<file path="src/hdl/gbfo_ram.sv">
// Generic single-write, single-read RAM with registered read data.
// No dependencies.
`default_nettype none

module gbfo_ram #(
    parameter int  WIDTH = 8,
    parameter int  DEPTH = 16,
    localparam int AW    = (DEPTH > 1) ? $clog2(DEPTH) : 1
) (
    input  wire logic             clk,
    input  wire logic             we,
    input  wire logic [AW-1:0]    waddr,
    input  wire logic [WIDTH-1:0] wdata,
    input  wire logic             re,
    input  wire logic [AW-1:0]    raddr,
    output logic      [WIDTH-1:0] rdata
);

    logic [WIDTH-1:0] mem [DEPTH];

    always_ff @(posedge clk)
    begin
        if (we)
        begin
            mem[waddr] <= wdata;
        end
        if (re)
        begin
            rdata <= mem[raddr];
        end
    end

endmodule

`default_nettype wire

</file>
<file path="config.mk">
export PLATFORM = sky130hd
export DESIGN_NAME = gbfo_ram
export DESIGN_NICKNAME = d
export VERILOG_FILES = /design/src/hdl/gbfo_ram.sv
export SDC_FILE = /design/constraint.sdc
export NUM_CORES = 1
export LEC_CHECK = 0
export BUFFER_PORTS_ARGS = -buffer_cell sky130_fd_sc_hd__buf_2
export CORE_MARGIN = 2
export CORE_UTILIZATION = 65
export CTS_CLUSTER_DIAMETER = 150
export DETAILED_ROUTE_END_ITERATION = 8
export GPL_TIMING_DRIVEN = 0
export PLACE_DENSITY_LB_ADDON = 0.2
export SYNTH_ARGS = -nofsm -noshare
export SYNTH_HDL_FRONTEND = slang
export SYNTH_SLANG_ARGS = --single-unit
export TNS_END_PERCENT = 1
</file>
<file path="constraint.sdc">
create_clock -name clk -period 4.5 [get_ports clk]
set_clock_uncertainty 0.05 [all_clocks]
set_input_delay 0.225 -clock clk [delete_from_list [all_inputs] [get_ports clk]]
set_output_delay 0.225 -clock clk [all_outputs]
set_load 0.05 [all_outputs]
</file>
==> out/qor.txt <==
Routed Antenna Nets: 0
CTS tree: yes
final net count: 293
peak supply drop: 0.3928 mV
Cell Pwr Density: 497.5 nW/µm²
final RePlAce weighted congestion: 0.7793
CTS max path bufs: 2
half-perimeter wire length after placement: 6121 µm
Yosys reg bits: 136
WL/cell: 28.10 µm
via count: 2595
GR Util All Layers: 27.61%
CP required: 4.58 ns
Syn. warnings: 0
max_cap viols: 0
TNS Setup: 0 ns
Starting Density: 67.30%
switching power: 0.6047 mW
IO Count: 27
Die ar.: 8776 µm²
switch share: 19.88%
clk sinks: 136
clk_lat worst skew: 0.51 ns
first-pass GRT wire length: 16240 µm
f_max: 583.5 MHz
area post-placement: 5480 µm²
Inserted Diodes: 0
most used flip-flop cell after synthesis: edfxtp_1
Post-Syn Nets: 248
Post-synth EDFFs: 136
Worst path slowest cell: nor3_1
Routed WL: 10930 µm
Avg Vias per Cell: 6.671
post-layout minimum cycle time: 1.714 ns
relative slew slack: 21.42%
Reg power frac: 47.2%
post-CTS sizing: 0
HP Class: in2reg
Post-synth top cells: 136 x edfxtp_1, 18 x mux4_2, 16 x a22oi_1, 14 x mux4_1, 13 x nor2_1
critical path type: in2reg
final hold vios: 0
first-pass iteration count of the detailed router: 5
Die Wd: 93.68 µm
H-tree levels: 4
Worst Setup End Kind: register
Finished Cell Area: 6113 µm²
postcts setup bufs: 0
residual DRC count: 0
synthesized netlist cell count: 229
largest net degree at the start of global routing: 17
Fillers: 396
crit-path cells: buf_2 > or3b_2 > nor3_1
clock share of power: 47.5%
fin. max-slew vios: 0
IO Port Bufs: 25
cell-internal power: 2.436 mW
synth-to-layout area growth: 16.95%
status: finished, final reports clean
CP max stage delay: 0.91 ns
Worst-Margin Slew: 1.170 ns
top-count cell post-synth: edfxtp_1
fin crit share: 38.08%
Final setup viols: 0
Rows: 32
Synth area leader: edfxtp_1
initial antenna violation count: 0
Setup crit start kind: primary input
CTS buffer count: 17
CP Data Arrival Time: 1.79 ns
DRT iter0 DRCs: 347
share of layout cells above drive strength 1: 28.57%
area share of the largest cell type after synthesis: 78.12%
Logic pwr share: 5.2%
Core Region: 7767 µm²
vias in the first global route: 2607
Synth Cell Area: 5228 µm²
die height: 93.68 µm
Async SR Flop Fraction: 0%
post-synthesis sequential area ratio: 78.12%
critical path peak fanout: 8
clk slew on worst S/H paths: 0.06 ns
LEAKAGE: 2.059 nW
average size of a mapped cell: 22.83 µm²
RSZ-0062 raised after global routing: false
Yosys cell types: 18
CTS root buffer: clkbuf_8
grt ovf: 0
Synth area leaders: edfxtp_1 78%, mux4_2 7.8%, mux4_1 7.0%
-- cell families after synthesis --
kind of cell	synth area share, %
compound gates	2.298
buf+inv	1.651
flops	78.12
mux	14.79
simple gates	3.136
-- path summary, 6_finish.rpt --
kind | cells after the start | slack (ns) | startpoint | end
max | 3 | 2.79 | waddr[2] | mem[0][5]$_DFFE_PP_
min | 1 | 0.06 | wdata[0] | mem[10][0]$_DFFE_PP_
max reg2reg | 3 | 2.84 | mem[3][7]$_DFFE_PP_ | rdata[7]$_DFFE_PP_
min reg2reg | 3 | 0.74 | mem[10][4]$_DFFE_PP_ | rdata[4]$_DFFE_PP_
-- per-layer routing --
metal  GRT usage (%)  vias to the layer above  wire [µm]
met5               0                        -          0
met1           39.15                     1353       4437
li1                -                     1075          -
met2           42.32                      148       5457
met4           9.179                        0        182
met3           8.266                       19        853
-- final cells by class --
cell class / count / area, µm² / area share [%]
sequential: 136 / 4084 / 66.80
buffer: 10 / 86.33 / 1.412
clock buffer: 19 / 421.7 / 6.897
timing repair buffer: 26 / 135.1 / 2.210
multi-input combinational: 83 / 1057 / 17.29
tap: 102 / 127.6 / 2.088
clock inverter: 13 / 201.4 / 3.295
-- cells in the final DEF (no fill, tap or decap), drive strengths merged --
cell           synthesis  routed
a22oi                 16      16
and2                   1       1
and2b                  1       1
buf                    7      32
bufinv                 0       5
clkbuf                 0      19
clkdlybuf4s25          3       3
clkinv                 0       6
clkinvlp               0       1
dlygate4sd3            0       1
edfxtp               136     136
inv                    0       1
mux4                  32      32
nand2                  9       9
nand2b                 2       2
nand3                  1       1
nand3b                 2       2
nor2                  13      13
nor2b                  1       1
nor3                   4       4
or3b                   1       1
-- timing repair --
action	4_1_cts	5_1_grt
setup endpoints to repair	0	0
hold buffers	1	0
endpoints found under the hold margin	8	0
-- power by group through the flow --
stage	Clock [mW]	Sequential (mW)	Combinational [mW]
floorplan	0	1.48	0.0720
global placement	0	1.46	0.149
detailed placement	0	1.46	0.154
CTS	1.46	1.44	0.159
global route	1.51	1.44	0.168
finish	1.45	1.44	0.160
-- through the flow --
| step | worst slack [ns] | hold WS [ns] | total power, mW | cells | utilization (%) |
|---|---|---|---|---|---|
| 3_3_place_gp | 2.204 | 0.5117 | 1.607 | 356 | 70.55 |
| 2_1_floorplan | 2.732 | 0.2739 | 1.553 | 229 | - |
| 6_report | 2.786 | 0.06491 | 3.041 | 389 | 78.70 |
| 3_5_place_dp | 2.240 | 0.5242 | 1.614 | 356 | 70.55 |
| 5_1_grt | 2.657 | 0.04817 | 3.114 | 389 | 78.70 |
| 4_1_cts | 2.804 | 0.04374 | 3.051 | 389 | 78.70 |
-- sequential cells by signal (all words and copies together) (netlist names) --
name   flops
mem      128
rdata      8
-- critical path, delay by kind of cell --
family	cells	cell delay [ns]
simple gates	2	1.44
buf+inv	1	0.13
(Power assumes the default switching activity.)
